[config.mk]
export PLATFORM = sky130hd
export DESIGN_NAME = sstf_disk_scheduler_flat
export DESIGN_NICKNAME = d
export VERILOG_FILES = /design/src/rtl/sstf_pkg.sv /design/src/rtl/sstf_req_if.sv /design/src/rtl/sstf_rsp_if.sv /design/src/rtl/sstf_cell.sv /design/src/rtl/sstf_pick.sv /design/src/rtl/sstf_disk_scheduler.sv /design/src/flat_wrapper.sv
export SDC_FILE = /design/constraint.sdc
export NUM_CORES = 1
export LEC_CHECK = 0
export BUFFER_PORTS_ARGS = -buffer_cell sky130_fd_sc_hd__buf_2
export CAP_MARGIN = 10
export CORE_UTILIZATION = 41
export CTS_BUF_LIST = sky130_fd_sc_hd__clkbuf_16
export CTS_CLUSTER_SIZE = 24
export DETAILED_ROUTE_END_ITERATION = 16
export SLEW_MARGIN = 20
export SYNTH_ARGS = -nofsm -noshare
export SYNTH_HDL_FRONTEND = slang
export SYNTH_SLANG_ARGS = --single-unit
[constraint.sdc]
create_clock -name clock -period 20.1 [get_ports clock]
set_input_delay 2.01 -clock clock [delete_from_list [all_inputs] [get_ports clock]]
set_output_delay 2.01 -clock clock [all_outputs]
set_load 0.01 [all_outputs]
[src/rtl/sstf_pkg.sv]
// ---------------------------------------------------------------------------
// SSTF scheduler package
// Shared constants and types for the shortest-seek-first disk scheduler.
// ---------------------------------------------------------------------------
package sstf_pkg;

   localparam int MAX_REQUESTS = 32;
   localparam int CYL_BITS     = 16;
   localparam int IDX_BITS     = (MAX_REQUESTS > 1) ? $clog2(MAX_REQUESTS) : 1;
   localparam int CNT_BITS     = $clog2(MAX_REQUESTS + 1);
   localparam int SEEK_BITS    = 22;
   localparam int OUT_CYL_BITS = 16;
   localparam int CSR_DATA_BITS = 32;
   localparam int CSR_ADDR_BITS = 3;

   localparam logic [SEEK_BITS-1:0] SEEK_MAX = {SEEK_BITS{1'b1}};

   // register index, taken from paddr[2]
   localparam logic REG_START_HEAD = 1'b0;

   typedef struct packed {
      logic [CYL_BITS-1:0] cyl;
      logic [IDX_BITS-1:0] idx;
      logic                live;
   } cell_data_type;

   typedef struct packed {
      logic                shift;
      logic                mark;
      logic                clear;
      logic [IDX_BITS-1:0] mark_idx;
   } cell_ctl_type;

   typedef struct packed {
      logic                found;
      logic [CYL_BITS-1:0] distance;
      logic [IDX_BITS-1:0] idx;
      logic [CYL_BITS-1:0] cyl;
   } best_type;

   typedef enum logic [2:0] {
      ST_IDLE   = 3'b001,
      ST_SEARCH = 3'b010,
      ST_PICK   = 3'b100
   } state_type;

endpackage

[src/rtl/sstf_req_if.sv]
// ---------------------------------------------------------------------------
// SSTF request channel
// Valid/ready channel carrying one cylinder request per transaction.
// ---------------------------------------------------------------------------
interface sstf_req_if;
   logic                              valid;
   logic                              ready;
   logic [sstf_pkg::OUT_CYL_BITS-1:0] cylinder;
   logic                              last;

   modport source (output valid, output cylinder, output last, input ready);
   modport sink   (input valid, input cylinder, input last, output ready);
endinterface

[src/rtl/sstf_rsp_if.sv]
// ---------------------------------------------------------------------------
// SSTF result channel
// Valid/ready channel carrying one served request per transaction.
// ---------------------------------------------------------------------------
interface sstf_rsp_if;
   logic                              valid;
   logic                              ready;
   logic [sstf_pkg::OUT_CYL_BITS-1:0] served_cylinder;
   logic [sstf_pkg::OUT_CYL_BITS-1:0] move_distance;
   logic [sstf_pkg::SEEK_BITS-1:0]    total_seek;
   logic                              overflow;
   logic                              final_res;

   modport source (output valid, output served_cylinder, output move_distance,
                   output total_seek, output overflow, output final_res,
                   input ready);
   modport sink   (input valid, input served_cylinder, input move_distance,
                   input total_seek, input overflow, input final_res,
                   output ready);
endinterface

[src/rtl/sstf_cell.sv]
// ---------------------------------------------------------------------------
// SSTF storage cell
// Holds one request; shifts from its neighbor on load or ring rotation.
// ---------------------------------------------------------------------------
module sstf_cell (
   input  logic                    clock,
   input  logic                    reset,
   input  sstf_pkg::cell_ctl_type  ctl,
   input  sstf_pkg::cell_data_type nbr,
   output sstf_pkg::cell_data_type data
);

   logic [sstf_pkg::CYL_BITS-1:0] cyl_ff;
   logic [sstf_pkg::IDX_BITS-1:0] idx_ff;
   logic                          live_ff;
   logic                          live_in;

   always_comb begin
      if (ctl.clear) begin
         live_in = 1'b0;
      end else if (ctl.shift) begin
         live_in = nbr.live;
      end else if (ctl.mark && (idx_ff == ctl.mark_idx)) begin
         live_in = 1'b0;   // served, drop out of later sweeps
      end else begin
         live_in = live_ff;
      end
   end

   always_ff @(posedge clock) begin
      if (reset) begin
         live_ff <= 1'b0;
      end else begin
         live_ff <= live_in;
      end
   end

   always_ff @(posedge clock) begin
      if (ctl.shift) begin
         cyl_ff <= nbr.cyl;
         idx_ff <= nbr.idx;
      end
   end

   assign data.cyl  = cyl_ff;
   assign data.idx  = idx_ff;
   assign data.live = live_ff;

endmodule

[src/rtl/sstf_pick.sv]
// ---------------------------------------------------------------------------
// SSTF nearest-request picker
// Watches the ring tap once per enabled cycle; keeps the nearest live entry.
// ---------------------------------------------------------------------------
module sstf_pick (
   input  logic                          clock,
   input  logic                          reset,
   input  logic                          enable,
   input  logic                          start,
   input  logic [sstf_pkg::CYL_BITS-1:0] head,
   input  sstf_pkg::cell_data_type       tap,
   output sstf_pkg::best_type            best
);

   sstf_pkg::best_type            best_ff;
   sstf_pkg::best_type            best_in;
   logic [sstf_pkg::CYL_BITS-1:0] tap_dist;
   logic                          found_eff;
   logic                          take;

   assign tap_dist  = (tap.cyl >= head) ? (tap.cyl - head) : (head - tap.cyl);
   assign found_eff = best_ff.found && !start;
   // equal distance: lower load index wins
   assign take = tap.live &&
                 (!found_eff || (tap_dist < best_ff.distance) ||
                  ((tap_dist == best_ff.distance) && (tap.idx < best_ff.idx)));

   always_comb begin
      best_in = best_ff;
      if (enable) begin
         if (take) begin
            best_in.found    = 1'b1;
            best_in.distance = tap_dist;
            best_in.idx      = tap.idx;
            best_in.cyl      = tap.cyl;
         end else if (start) begin
            best_in.found = 1'b0;
         end
      end
   end

   always_ff @(posedge clock) begin
      if (reset) begin
         best_ff.found <= 1'b0;
      end else begin
         best_ff.found <= best_in.found;
      end
      best_ff.distance <= best_in.distance;
      best_ff.idx      <= best_in.idx;
      best_ff.cyl      <= best_in.cyl;
   end

   assign best = best_ff;

endmodule

[src/rtl/sstf_disk_scheduler.sv]
// ---------------------------------------------------------------------------
// SSTF disk scheduler
// Loads a batch of cylinder requests and serves them nearest-first.
// ---------------------------------------------------------------------------
// Load: one request transaction per cycle while idle; non-last requests
//   give no result. Serve: each result takes a full turn of the cell ring
//   past the picker tap, then a pick step that waits for a free result
//   register; the first turn starts once the last-marked request is taken.
// Reset is synchronous, active high; it clears control, count and flags,
//   start_head goes to zero, stored cylinders stay undefined until loaded.
// ---------------------------------------------------------------------------
module sstf_disk_scheduler (
   input  logic                               clock,
   input  logic                               reset,
   sstf_req_if.sink                           req_if,
   sstf_rsp_if.source                         rsp_if,
   input  logic                               csr_psel,
   input  logic                               csr_penable,
   input  logic                               csr_pwrite,
   input  logic [sstf_pkg::CSR_ADDR_BITS-1:0] csr_paddr,
   input  logic [sstf_pkg::CSR_DATA_BITS-1:0] csr_pwdata,
   output logic [sstf_pkg::CSR_DATA_BITS-1:0] csr_prdata,
   output logic                               csr_pready
);

   localparam int N = sstf_pkg::MAX_REQUESTS;

   // ---------------- configuration ----------------
   logic [15:0] start_head_ff;
   logic        csr_wr;

   assign csr_pready = 1'b1;
   assign csr_wr     = csr_psel && csr_penable && csr_pwrite && csr_pready;

   always_ff @(posedge clock) begin
      if (reset) begin
         start_head_ff <= '0;
      end else if (csr_wr && (csr_paddr[2] == sstf_pkg::REG_START_HEAD)) begin
         start_head_ff <= csr_pwdata[15:0];
      end
   end

   assign csr_prdata = (csr_paddr[2] == sstf_pkg::REG_START_HEAD) ?
                       {{(sstf_pkg::CSR_DATA_BITS-16){1'b0}}, start_head_ff} : '0;

   // ---------------- control state ----------------
   sstf_pkg::state_type           state_ff, state_in;
   logic [sstf_pkg::CNT_BITS-1:0]  count_ff, count_in;     // stored requests
   logic [sstf_pkg::CNT_BITS-1:0]  served_ff, served_in;   // results issued
   logic [sstf_pkg::IDX_BITS-1:0]  sweep_ff, sweep_in;     // ring position
   logic                           dropped_ff, dropped_in;
   logic [sstf_pkg::CYL_BITS-1:0]  head_ff, head_in;
   logic [sstf_pkg::SEEK_BITS-1:0] seek_ff, seek_in;

   // result register
   logic                              rsp_valid_ff, rsp_valid_in;
   logic [sstf_pkg::OUT_CYL_BITS-1:0] rsp_cyl_ff, rsp_dist_ff;
   logic [sstf_pkg::SEEK_BITS-1:0]    rsp_seek_ff;
   logic                              rsp_ovf_ff, rsp_final_ff;

   logic                           req_acc;
   logic                           rsp_free;
   logic                           load_rsp;
   logic                           is_final;
   logic                           sweep_end;
   logic [sstf_pkg::SEEK_BITS:0]   seek_sum;

   sstf_pkg::cell_ctl_type         ctl;
   sstf_pkg::cell_data_type        chain [N];
   sstf_pkg::cell_data_type        tail_in;
   sstf_pkg::best_type             best;
   logic [N-1:0]                   live_vec;

   assign req_if.ready = (state_ff == sstf_pkg::ST_IDLE);
   assign req_acc      = req_if.valid && req_if.ready;
   assign rsp_free     = !rsp_valid_ff || rsp_if.ready;
   assign load_rsp     = (state_ff == sstf_pkg::ST_PICK) && rsp_free;
   assign is_final     = ((served_ff + 1'b1) == count_ff);
   assign sweep_end    = (sweep_ff == sstf_pkg::IDX_BITS'(N - 1));
   assign seek_sum     = {1'b0, seek_ff} + (sstf_pkg::SEEK_BITS + 1)'(best.distance);

   // ---------------- cell ring ----------------
   // Loading shifts the chain toward cell 0 with the new request entering at
   // the tail; cell 0 is never live then since count < MAX_REQUESTS.
   // Searching rotates cell 0 back into the tail, one full turn per pick.
   always_comb begin
      ctl.shift    = 1'b0;
      ctl.mark     = load_rsp;
      ctl.clear    = load_rsp && is_final;
      ctl.mark_idx = best.idx;
      if (req_acc && (count_ff < sstf_pkg::CNT_BITS'(N))) begin
         ctl.shift = 1'b1;
      end else if (state_ff == sstf_pkg::ST_SEARCH) begin
         ctl.shift = 1'b1;
      end
   end

   always_comb begin
      if (state_ff == sstf_pkg::ST_IDLE) begin
         tail_in.cyl  = req_if.cylinder[sstf_pkg::CYL_BITS-1:0];
         tail_in.idx  = count_ff[sstf_pkg::IDX_BITS-1:0];
         tail_in.live = 1'b1;
      end else begin
         tail_in = chain[0];
      end
   end

   for (genvar k = 0; k < N; k++) begin : g_cell
      if (k == N - 1) begin : g_tail
         sstf_cell u_cell (
            .clock (clock),
            .reset (reset),
            .ctl   (ctl),
            .nbr   (tail_in),
            .data  (chain[k])
         );
      end else begin : g_body
         sstf_cell u_cell (
            .clock (clock),
            .reset (reset),
            .ctl   (ctl),
            .nbr   (chain[k+1]),
            .data  (chain[k])
         );
      end
      assign live_vec[k] = chain[k].live;
   end

   // nearest-entry search at the ring tap
   sstf_pick u_pick (
      .clock  (clock),
      .reset  (reset),
      .enable (state_ff == sstf_pkg::ST_SEARCH),
      .start  (sweep_ff == '0),
      .head   (head_ff),
      .tap    (chain[0]),
      .best   (best)
   );

   // ---------------- sequencer ----------------
   always_comb begin
      state_in   = state_ff;
      count_in   = count_ff;
      served_in  = served_ff;
      sweep_in   = sweep_ff;
      dropped_in = dropped_ff;
      head_in    = head_ff;
      seek_in    = seek_ff;
      case (state_ff)
         sstf_pkg::ST_IDLE: begin
            if (req_acc) begin
               if (count_ff < sstf_pkg::CNT_BITS'(N)) begin
                  count_in = count_ff + 1'b1;
               end else begin
                  dropped_in = 1'b1;   // batch full, request dropped
               end
               if (req_if.last) begin
                  head_in  = start_head_ff[sstf_pkg::CYL_BITS-1:0];
                  sweep_in = '0;
                  state_in = sstf_pkg::ST_SEARCH;
               end
            end
         end
         sstf_pkg::ST_SEARCH: begin
            sweep_in = sweep_ff + 1'b1;
            if (sweep_end) begin
               sweep_in = '0;
               state_in = sstf_pkg::ST_PICK;
            end
         end
         sstf_pkg::ST_PICK: begin
            if (rsp_free) begin
               head_in   = best.cyl;
               seek_in   = seek_sum[sstf_pkg::SEEK_BITS] ? sstf_pkg::SEEK_MAX :
                           seek_sum[sstf_pkg::SEEK_BITS-1:0];
               served_in = served_ff + 1'b1;
               state_in  = sstf_pkg::ST_SEARCH;
               if (is_final) begin
                  // batch done: clear batch state
                  count_in   = '0;
                  served_in  = '0;
                  dropped_in = 1'b0;
                  seek_in    = '0;
                  state_in   = sstf_pkg::ST_IDLE;
               end
            end
         end
         default: begin
            state_in = sstf_pkg::ST_IDLE;
         end
      endcase
   end

   always_ff @(posedge clock) begin
      if (reset) begin
         state_ff   <= sstf_pkg::ST_IDLE;
         count_ff   <= '0;
         served_ff  <= '0;
         sweep_ff   <= '0;
         dropped_ff <= 1'b0;
         head_ff    <= '0;
         seek_ff    <= '0;
      end else begin
         state_ff   <= state_in;
         count_ff   <= count_in;
         served_ff  <= served_in;
         sweep_ff   <= sweep_in;
         dropped_ff <= dropped_in;
         head_ff    <= head_in;
         seek_ff    <= seek_in;
      end
   end

   // ---------------- result register ----------------
   assign rsp_valid_in = load_rsp ? 1'b1 : (rsp_if.ready ? 1'b0 : rsp_valid_ff);

   always_ff @(posedge clock) begin
      if (reset) begin
         rsp_valid_ff <= 1'b0;
      end else begin
         rsp_valid_ff <= rsp_valid_in;
      end
   end

   always_ff @(posedge clock) begin
      if (load_rsp) begin
         rsp_cyl_ff   <= sstf_pkg::OUT_CYL_BITS'(best.cyl);
         rsp_dist_ff  <= sstf_pkg::OUT_CYL_BITS'(best.distance);
         rsp_seek_ff  <= seek_sum[sstf_pkg::SEEK_BITS] ? sstf_pkg::SEEK_MAX :
                         seek_sum[sstf_pkg::SEEK_BITS-1:0];
         rsp_ovf_ff   <= dropped_ff;
         rsp_final_ff <= is_final;
      end
   end

   assign rsp_if.valid           = rsp_valid_ff;
   assign rsp_if.served_cylinder = rsp_cyl_ff;
   assign rsp_if.move_distance   = rsp_dist_ff;
   assign rsp_if.total_seek      = rsp_seek_ff;
   assign rsp_if.overflow        = rsp_ovf_ff;
   assign rsp_if.final_res       = rsp_final_ff;

   // ---------------- assertions ----------------
   // live cells always equal stored minus served requests
   a_live_count: assert property (@(posedge clock) disable iff (reset)
      $countones(live_vec) == (int'(count_ff) - int'(served_ff)))
      else $error("live cell count out of step with batch counters");

   // a full sweep always finds an unserved request
   a_pick_found: assert property (@(posedge clock) disable iff (reset)
      (state_ff == sstf_pkg::ST_PICK) |-> best.found)
      else $error("pick without a candidate");

   // serving never runs past the stored count
   a_served_bound: assert property (@(posedge clock) disable iff (reset)
      (state_ff != sstf_pkg::ST_IDLE) |-> (served_ff < count_ff))
      else $error("served count reached stored count while serving");

   // final result empties the batch
   a_final_clear: assert property (@(posedge clock) disable iff (reset)
      (load_rsp && is_final) |=> ((count_ff == '0) && (live_vec == '0)))
      else $error("batch not cleared after final result");

endmodule

[src/flat_wrapper.sv]
// flat-port wrapper written by rule: the top's interface ports become plain ports
module sstf_disk_scheduler_flat 
  (clock, reset, csr_psel, csr_penable, csr_pwrite, csr_paddr, csr_pwdata, csr_prdata, csr_pready, req_if_valid, req_if_cylinder, req_if_last, req_if_ready, rsp_if_valid, rsp_if_served_cylinder, rsp_if_move_distance, rsp_if_total_seek, rsp_if_overflow, rsp_if_final_res, rsp_if_ready);
  sstf_req_if req_if_i ();
  sstf_rsp_if rsp_if_i ();
  input  logic clock;
  input  logic reset;
  input  logic csr_psel;
  input  logic csr_penable;
  input  logic csr_pwrite;
  input  logic [sstf_pkg::CSR_ADDR_BITS-1:0] csr_paddr;
  input  logic [sstf_pkg::CSR_DATA_BITS-1:0] csr_pwdata;
  output logic [sstf_pkg::CSR_DATA_BITS-1:0] csr_prdata;
  output logic csr_pready;
  input wire logic [$bits(req_if_i.valid)-1:0] req_if_valid;
  input wire logic [$bits(req_if_i.cylinder)-1:0] req_if_cylinder;
  input wire logic [$bits(req_if_i.last)-1:0] req_if_last;
  output wire logic [$bits(req_if_i.ready)-1:0] req_if_ready;
  output wire logic [$bits(rsp_if_i.valid)-1:0] rsp_if_valid;
  output wire logic [$bits(rsp_if_i.served_cylinder)-1:0] rsp_if_served_cylinder;
  output wire logic [$bits(rsp_if_i.move_distance)-1:0] rsp_if_move_distance;
  output wire logic [$bits(rsp_if_i.total_seek)-1:0] rsp_if_total_seek;
  output wire logic [$bits(rsp_if_i.overflow)-1:0] rsp_if_overflow;
  output wire logic [$bits(rsp_if_i.final_res)-1:0] rsp_if_final_res;
  input wire logic [$bits(rsp_if_i.ready)-1:0] rsp_if_ready;
  assign req_if_i.valid = req_if_valid;
  assign req_if_i.cylinder = req_if_cylinder;
  assign req_if_i.last = req_if_last;
  assign req_if_ready = req_if_i.ready;
  assign rsp_if_valid = rsp_if_i.valid;
  assign rsp_if_served_cylinder = rsp_if_i.served_cylinder;
  assign rsp_if_move_distance = rsp_if_i.move_distance;
  assign rsp_if_total_seek = rsp_if_i.total_seek;
  assign rsp_if_overflow = rsp_if_i.overflow;
  assign rsp_if_final_res = rsp_if_i.final_res;
  assign rsp_if_i.ready = rsp_if_ready;
  sstf_disk_scheduler u_core (.clock(clock), .reset(reset), .req_if(req_if_i), .rsp_if(rsp_if_i), .csr_psel(csr_psel), .csr_penable(csr_penable), .csr_pwrite(csr_pwrite), .csr_paddr(csr_paddr), .csr_pwdata(csr_pwdata), .csr_prdata(csr_prdata), .csr_pready(csr_pready));
endmodule
* Yosys cells after proc, flatten, opt, wreduce, memory -nomap -nowiden *
Cells that the tools add are included.

cells by class
  mux-type cells = 100
  magnitude comparators = 4
  reductions and logical operators = 94
  equal/unequal tests = 45
  bitwise logic cells = 1
  $add $sub $neg = 6

operators with widths
  operator               number
  $eq A5 B5 Y1           32
  $mux W16               5
  $mux W1                74
  $reduce_bool A2 Y1     36
  $mux W22               3
  $logic_and A1 B1 Y1    42
  $pmux W16 S2           1
  $sub A16 B16 Y16       2
  $mux W6                5
  $add A22 B16 Y23       1
  $eq A16 B16 Y1         1
  $ge A16 B16 Y1         1
  $lt A16 B16 Y1         1
  $mux W5                3
  $add A6 B1 Y6 const B  2
  $mux W3                4
  $pmux W6 S2            1
  $pmux W5 S2            1
  $reduce_and A5 Y1      2
  $pmux W3 S3            1
  $ne A2 B2 Y1 const B   4
  $reduce_and A4 Y1      2
  $eq A6 B6 Y1           1
  $lt A6 B6 Y1 const B   1
  16 further kinds       24

storage, ports and cells
  register bits after elaboration = 874
  input bits = 59
  logic and storage cells = 364

* Logic depth before layout (Yosys ltp) *
Gate-level depths: netlist (run 1).

  word-level depth = 9
  depth in mapped cells = 19
  gate-level depth less buffers = 18

* Modules after synthesis *
From an unflattened synthesis (run 1), not the netlist that was laid out.

second synthesis, totals
  cell total of the unflattened synthesis = 2057
  area, all modules = 33289.4 um^2

modules (own cells, without submodules)
  module               instances  seq. area each (um^2)  cells an instance  area an instance (um^2)
  sstf_cell            32         650.6                  33                 735.7
  sstf_disk_scheduler  1          3203.1                 663                6487.5
  sstf_pick            1          1131.1                 338                3259.4

* Worst setup path before layout (run 1) *
Ideal clock, no wire load.

  path kind = input port to flip-flop
  start point = in req_if_valid
  end point = reg u_core.g_cell[0].g_body.u_cell.cyl_ff[0] in the netlist's numbering (enable)
  arrival time = 20.678 ns
  setup slack = -1.874 ns
  cell stages on the path = 4
  required time = 18.803 ns
  path buffers = 1
  cell sequence = and2_1 -> nor2_1 -> inv_1 -> clkbuf_1

on the way
  word-level cells in the longest chain between the ends = 3

RTL lines
  element                 RTL line                   text
  start: declaration      flat_wrapper.sv:15         input wire logic [$bits(req_if_i.valid)-1:0] req_if_valid;
  $logic_and A1 B1 Y1     sstf_disk_scheduler.sv:75  assign req_acc = req_if.valid && req_if.ready;
  $logic_and A1 B1 Y1     sstf_disk_scheduler.sv:91  if (req_acc && (count_ff < sstf_pkg::CNT_BITS'(N))) begin
  $mux W1                 sstf_disk_scheduler.sv:91
  end signal: assignment  sstf_cell.sv:40            cyl_ff <= nbr.cyl;
  end: declaration        sstf_cell.sv:13            logic [sstf_pkg::CYL_BITS-1:0] cyl_ff;

Every way passes these cells.
A chain may end at the register's enable or synchronous reset.

* Worst setup path after layout (run 1) *
  start point = in req_if_valid
  end point = reg u_core.g_cell[20].g_body.u_cell.cyl_ff[3] in the netlist's numbering (enable)

on the way
  word-level cells in the longest chain between the ends = 3

RTL lines
  element                 RTL line
  $logic_and A1 B1 Y1     sstf_disk_scheduler.sv:75
  $logic_and A1 B1 Y1     sstf_disk_scheduler.sv:91
  $mux W1                 sstf_disk_scheduler.sv:91
  end signal: assignment  sstf_cell.sv:40
  end: declaration        sstf_cell.sv:13

Every way passes these cells.

==> out/metrics.cfg, run 1 <==
[die]
die_h_um = 284
start_util = 0.414
ios = 150
dieArea_um2 = 80800
num_rows = 103
core_um2 = 78900
die_x_um = 284

[yosys]
synthCells = 2048
synth_area_leaders = edfxtp_1, dfxtp_1, ha_1, xnor2_1, xor2_1
synth_top_area_share = 0.703
synth-compound-area-share = 0.0632
syn_area_um2 = 32700
synth_edf_count = 765
synth_largest_area_cell = edfxtp_1
ys_warn_count = 0
yosysSeqAreaShare = 0.770
ys_seq_elements = 874
synth_common_cells = edfxtp_1, nand2_1, dfxtp_1, a21oi_1, xnor2_1
synth-async-reset-ratio = 0
synthFlopType = edfxtp_1
synth_most_common_cell = edfxtp_1
syn_area_per_cell_um2 = 16.0
synthMuxAreaShare = 0.00436
synth_top_family_by_area = compound AO/OA/AOI/OAI gates
synth-xor-area-share = 0.0501
synth_simple_gate_area_frac = 0.0602
synthAdderAreaFrac = 0.0298
synth_cell_types = 70

[timing]
max_slew_margin = 0.251
finalSetupTns_ns = 0
fmax_mhz = 149
finalCriticalPeriod_ns = 6.70
rsz0062_at_grt = no
worstMarginPinSlew_ns = 1.12
slew_viol_final = 0
timing_hold_violations_final = 0
fin_skew_ns = 0.0370
setup_viol = 0
timing.final.crit_share = 0.333

[critical_path]
arrival_ns = 6.97
worstSetupPathType = primary input to register
cp_max_fo = 148
cp.required_ns = 20.37
startpoint_type = primary input
end_kind = register

[cts]
cts_setup_buffers = 0
cts_max_path_buffers = 3
cts_made_buffers = 88
cts_root_buf = clkbuf_16
cts_sinks = 874
tritoncts = yes
post_cts_resized = 0
cts_hold_buf = 0
insertion_delay_ns = 0.65
htree_levels = 3
clkTransAtPathRegs_ns = 0.06

[finish]
multi_input_area_um2 = 6880
final_area_um2 = 37400
syn_to_final_growth_pct = 14.3
drive_gt1_frac = 0.128
final_util = 0.474
seqCellArea_um2 = 25200
nNetsFinal = 2328
fillers = 6762

[route]
wl_per_cell_um = 17.8
dr.pass1.iters = 7
dr.first_iter.drc_count = 1520
viasPerCell = 5.08
postRouteAntennaNets = 0
drc = 0
vias = 16800
drt-total-wl_um = 58900

[place]
dp.final_hpwl_um = 35700
place_congestion = 0.843
placed_cell_area_um2 = 34300
io_buffers = 114

[global_route]
grt_max_degree = 149
antenna_found_initial = 2
grt_pass1_vias = 16600
track_usage = 0.146
overflow = 0
grt_pass1_wl_um = 93400

[power_and_ir_drop]
ir_drop_mv = 0.0805
power_density_nw_per_um2 = 133
power_mw = 4.98
leakage_nw = 13.0

[run_status]
run_status = finished, final reports clean

[flow_run]
max_cap_viol_count = 0

[hold_path]
hold_class = register to register

-- placed cells by master, fill, tap and decap left out, types with 5 or more instances in the layout --
master      count
xnor2_1        95
o211ai_1        6
xor2_1         92
a21oi_1       102
mux2i_1        12
nand3_1        30
a22o_1         14
nand2_1       170
a21o_1         19
nor3_1         33
nand4_1        38
nor2_1         66
nand2b_1       12
buf_4          19
clkinv_16       5
or3_1           6
a311oi_1       20
bufinv_16      11
buf_2         114
conb_1         17
dfxtp_1       109
or2_2           7
nor2b_1        21
and2_1          7
ha_1           73
a211oi_1       14
clkinv_2       14
edfxtp_1      765
inv_1          88
o21a_1         16
o311ai_0       13
clkinv_1       19
o21ai_0        52
clkinvlp_4      5
and3_1          7
clkbuf_16      89
a31oi_1        12
-- power breakdown --
group | total (mW) | switching (mW) | internal [mW]
registers | 2.66 | 0.144 | 2.52
logic | 0.678 | 0.457 | 0.220
clock network | 1.64 | 0.686 | 0.956
total | 4.98 | 1.29 | 3.69
-- worst paths after layout --
kind                                                        startpoint                                                   end  slack [ns]  cells after the start
hold / removal    u_core.g_cell[14].g_body.u_cell.cyl_ff[10]$_DFFE_PN_  u_core.g_cell[13].g_body.u_cell.cyl_ff[10]$_DFFE_PN_        0.39                      0
setup / recovery                                          req_if_valid   u_core.g_cell[20].g_body.u_cell.cyl_ff[3]$_DFFE_PN_       13.40                      9
setup reg to reg                       u_core.state_ff[2]$_SDFFE_PP0P_   u_core.g_cell[20].g_body.u_cell.cyl_ff[3]$_DFFE_PN_       13.86                     11
hold reg to reg   u_core.g_cell[14].g_body.u_cell.cyl_ff[10]$_DFFE_PN_  u_core.g_cell[13].g_body.u_cell.cyl_ff[10]$_DFFE_PN_        0.39                      0
-- kinds of logic (layout without fill, tap and decap cells) --
group           count (synthesis)  in the layout
mux                            14             14
other cells                     2             18
buf+inv                       167            370
compound gates                312            312
xor+xnor                      187            187
flops                         874            874
simple gates                  416            416
fa+ha+maj                      76             76
-- routing by layer --
layer	up-vias	wire, um	GRT usage
met4	0	1590	0.0488
li1	7862	-	-
met2	371	25800	0.216
met1	8498	28900	0.217
met3	108	2630	0.0252
met5	-	0	0
-- sequential cells by signal (all words and copies together), names as in the netlist, 3 cells and up --
signal and count:
u_core.seek_ff 22, u_core.rsp_if.total_seek 22, u_core.state_ff 3, u_core.sweep_ff 5, u_core.g_cell.g_tail.u_cell.cyl_ff 16, u_core.g_cell.g_body.u_cell.cyl_ff 496
u_core.served_ff 6, u_core.g_cell.g_body.u_cell.idx_ff 155, u_core.g_cell.g_tail.u_cell.idx_ff 5, u_core.head_ff 16, u_core.g_cell.g_body.u_cell.live_ff 31, u_core.u_pick.best 38
u_core.start_head_ff 16, u_core.count_ff 6, u_core.rsp_if.served_cylinder 16, u_core.rsp_if.move_distance 16
-- per-stage QoR --
stage,setup WS (ns),cells,hold WS (ns)
after floorplan,8.36,2063,0.400
after global placement,12.67,3152,0.400
after detailed placement,12.46,3152,0.405
after CTS,13.19,3315,0.386
after global routing,13.03,3316,0.402
final,13.40,3317,0.393
-- critical path, stage by stage --
cell and delay, ns:
buf_2 0.12, and2_1 0.24, nor2_2 0.05, buf_4 0.29, inv_8 0.74, buf_4 0.89
buf_4 0.89, buf_4 0.72, buf_4 0.82
-- area by class of cell --
class                   count  area share
diodes                      1   0.0000670
clock buffers              89      0.0596
clock inverters            74      0.0201
inverters                  72     0.00750
multi-input cells        1022       0.184
flip-flops and latches    874       0.673
well taps                1050      0.0352
repair buffers            135      0.0201
Power figures use the tool's default switching activity.
==> run 2, diff against run 1 <==
--- a/config.mk
+++ b/config.mk
@@ -5,6 +5,7 @@
 export SDC_FILE = /design/constraint.sdc
 export NUM_CORES = 1
 export LEC_CHECK = 0
+export ABC_AREA = 1
 export BUFFER_PORTS_ARGS = -buffer_cell sky130_fd_sc_hd__buf_2
 export CAP_MARGIN = 10
 export CORE_UTILIZATION = 41
==> constraint.sdc (replaced) <==
create_clock -name clock -period 5.49 [get_ports clock]
set_input_delay 0.549 -clock clock [delete_from_list [all_inputs] [get_ports clock]]
set_output_delay 0.549 -clock clock [all_outputs]
set_load 0.01 [all_outputs]
==> run 2 against run 1 <==
Effect of this change:
- flip-flop and latch count unchanged
- non-clock buffer count fell by 3
- global-route usage increased by 0.87 points
- die area rose by 3.2%
- critical path depth is 14 higher
- sequential share of layout area decreased by 1.5 points
- count of clock-buffer cells in the layout shrank 1
==> out/metrics.cfg, run 2 <==
[global_route]
grt_pass1_wl_um = 101000  ; +7.8%
grt_pass1_vias = 18000  ; +8.3%
overflow = 0  ; unchanged
track_usage = 0.154  ; +0.00871
grt_max_degree = 199  ; +34%
antenna_found_initial = 2  ; unchanged

[die]
die_h_um = 289  ; +1.6%
start_util = 0.417  ; +0.00244
core_um2 = 80900  ; +2.6%
ios = 150  ; unchanged
num_rows = 104  ; +0.97%
die_x_um = 289  ; +1.6%
dieArea_um2 = 83400  ; +3.2%

[finish]
fillers = 7140  ; +5.6%
largest_reg_flops = 496  ; unchanged
largest_register = u_core.g_cell.g_body.u_cell.cyl_ff
drive_gt1_frac = 0.112  ; -0.0160
multi_input_area_um2 = 7320  ; +6.5%
final_cells = 3747  ; +13%
nNetsFinal = 2748  ; +18%
final_cell_mix = edfxtp_1, nand2_1, inv_1, nor2_1, a21oi_1
seqCellArea_um2 = 25200  ; unchanged
final_area_um2 = 38200  ; +2.3%
antenna_cells = 0  ; -1
layout_commonest_cell = edfxtp_1
syn_to_final_growth_pct = 13.3

[cts]
insertion_delay_ns = 0.65  ; about the same
post_cts_resized = 0  ; unchanged
htree_levels = 3  ; unchanged
cts_setup_buffers = 0  ; unchanged
cts_root_buf = clkbuf_16
clkTransAtPathRegs_ns = 0.06  ; about the same
tritoncts = yes
cts_max_path_buffers = 3  ; unchanged
cts_hold_buf = 0  ; unchanged
cts_sinks = 874  ; unchanged
cts_made_buffers = 88  ; unchanged

[timing]
max_slew_margin = 0.298  ; +0.0462
worst_slack_ns = 0.871  ; -12.53 ns
rsz0062_at_grt = no
timing_hold_violations_final = 0  ; unchanged
setup_viol = 0  ; unchanged
worstMarginPinSlew_ns = 1.05  ; -0.0632 ns
fmax_mhz = 217
finalSetupTns_ns = 0  ; unchanged
fin_skew_ns = 0.0397  ; +0.00271 ns
slew_viol_final = 0  ; unchanged
finalCriticalPeriod_ns = 4.62
timing.final.crit_share = 0.841

[critical_path]
regToRegSetupSlack_ns = 0.87  ; -12.99 ns
cp-startpoint = u_core.g_cell[0].g_body.u_cell.cyl_ff[0]$_DFFE_PN_
cp_max_fo = 24  ; -84%
cp.required_ns = 5.85  ; -14.52 ns
end_kind = register
rr_startpoint = u_core.g_cell[0].g_body.u_cell.cyl_ff[0]$_DFFE_PN_
worstSetupPathType = register to register
startpoint_type = register
arrival_ns = 4.98  ; -1.99 ns

[route]
wl_per_cell_um = 17.0  ; -4.5%
dr.first_iter.drc_count = 1347  ; -11%
postRouteAntennaNets = 0  ; unchanged
vias = 18300  ; +8.5%
dr.pass1.iters = 5  ; -2
viasPerCell = 4.88  ; -4.0%
drc = 0  ; unchanged
drt-total-wl_um = 63600  ; +7.9%

[hold_path]
hold_class = primary input to register
hp-start = req_if_cylinder[10]

[power_and_ir_drop]
ir_drop_mv = 0.502  ; +520%
power_density_nw_per_um2 = 598  ; +350%
power_mw = 22.8  ; +360%
p_int_mw = 15.6  ; +320%
seqPwrFrac = 0.518  ; -0.016
switching_share = 0.319  ; +0.0604
power_frac_comb = 0.232  ; +0.096
p_switching_mw = 7.28  ; +470%
clkPwrFrac = 0.250  ; -0.080
leakage_nw = 13.9  ; +6.9%

[yosys]
synth_cell_types = 52  ; -26%
synth_common_cells = edfxtp_1, nand2_1, inv_1, nor2_1, a21oi_1
ys_seq_elements = 874  ; unchanged
ys_warn_count = 0  ; unchanged
synth_largest_area_cell = edfxtp_1
synth_edf_count = 765  ; unchanged
yosysSeqAreaShare = 0.746  ; -0.0240
synthCells = 2464  ; +20%
syn_area_um2 = 33700  ; +3.2%
synth_top_area_share = 0.681  ; -0.0220
synth-async-reset-ratio = 0  ; unchanged
synthFlopType = edfxtp_1
syn_area_per_cell_um2 = 13.7  ; -14%
synth_area_leaders = edfxtp_1, dfxtp_1, nand2_1, ha_1, xnor2_1
synth_most_common_cell = edfxtp_1

[place]
io_buffers = 114  ; unchanged
dp_slack_ns = 0.858  ; -11.61 ns
dp.final_hpwl_um = 39500  ; +11%
place_congestion = 0.848  ; +0.65%
placed_cell_area_um2 = 35400  ; +3.0%
dp_cells = 3582  ; +14%

[flow_run]
max_cap_viol_count = 0  ; unchanged

[run_status]
run_status = finished, final reports clean

==> run 2: cell count changes in the layout (fill, tap and decap cells not counted), moves of 13 or more <==
cell / delta
nand3_1: +52
a21o_1: -17
a22o_1: -14
inv_1: +149
a311oi_1: -20
nand2_1: +220
o21ai_0: +64
xor2_1: -27
nor2b_1: -21
o21a_1: -16
o311ai_0: -13
a21oi_1: +42
nor2_1: +80
==> run 2: per-layer routing <==
metal | part of all wire | vias to the layer above | global-route usage
li1 | - | 8862 | -
met1 | 0.49 | 8953 | 0.232
met2 | 0.44 | 353 | 0.230
met3 | 0.043 | 97 | 0.0268
met4 | 0.021 | 2 | 0.0445
met5 | 0.00019 | - | 0
==> run 2: cells by family after synthesis <==
logic type,count (synthesis),share of synthesized area
DFF,874,0.746
buffers and inverters,310,0.0393
AOI/OAI and AO/OA,294,0.0464
adders and majority gates,76,0.0289
and+or+nand+nor,740,0.0959
other,2,0.000223
xor gates and xnor gates,168,0.0436
==> run 2: worst paths after layout <==
check                                                                             to  depth (start not counted)
worst max register to register                       u_core.u_pick.best[8]$_DFFE_PP_                         23
worst max-delay path                                 u_core.u_pick.best[8]$_DFFE_PP_                         23
worst min-delay path            u_core.g_cell[31].g_tail.u_cell.cyl_ff[10]$_DFFE_PN_                          3
worst min register to register   u_core.g_cell[2].g_body.u_cell.cyl_ff[15]$_DFFE_PN_                          0
==> run 2: area by class of cell <==
type | instances | share of cell area
tap | 1060 | 0.0347
inverter | 222 | 0.0218
clock buffer | 88 | 0.0576
multi-input combinational | 1295 | 0.192
sequential | 874 | 0.658
clock inverter | 76 | 0.0157
timing repair buffer | 132 | 0.0203
==> run 2: power by group through the flow <==
stage	Clock [mW]	Combinational, mW	Sequential [mW]
2_1_floorplan	0	3.88	11.8
3_3_place_gp	0	5.23	11.9
3_5_place_dp	0	5.34	11.9
4_1_cts	5.89	5.36	11.9
5_1_grt	6.12	6.02	12.1
6_report	5.71	5.29	11.8
==> run 2: critical path, stage by stage, from the launching register on <==
cell	delay [ns]
edfxtp_1	0.42
inv_1	0.10
ha_1	0.20
inv_1	0.07
fa_1	0.45
inv_1	0.10
o21ai_1	0.12
a21oi_2	0.25
inv_1	0.06
nand2_1	0.07
nand3_2	0.19
inv_2	0.24
nand2_1	0.08
nand2_1	0.07
inv_1	0.06
ha_1	0.29
nand2_1	0.07
nor2_1	0.14
nand4_1	0.13
o21ai_0	0.25
nand2_1	0.09
nand2_1	0.08
clkinv_1	0.38
buf_4	0.41
==> run 2: metrics by stage <==
stage                     hold slack (ns)  utilization
after floorplan                     0.400            -
after CTS                           0.137        0.472
after global placement              0.401        0.437
after detailed placement            0.405        0.437
final                               0.173        0.472
after global routing                0.169        0.472
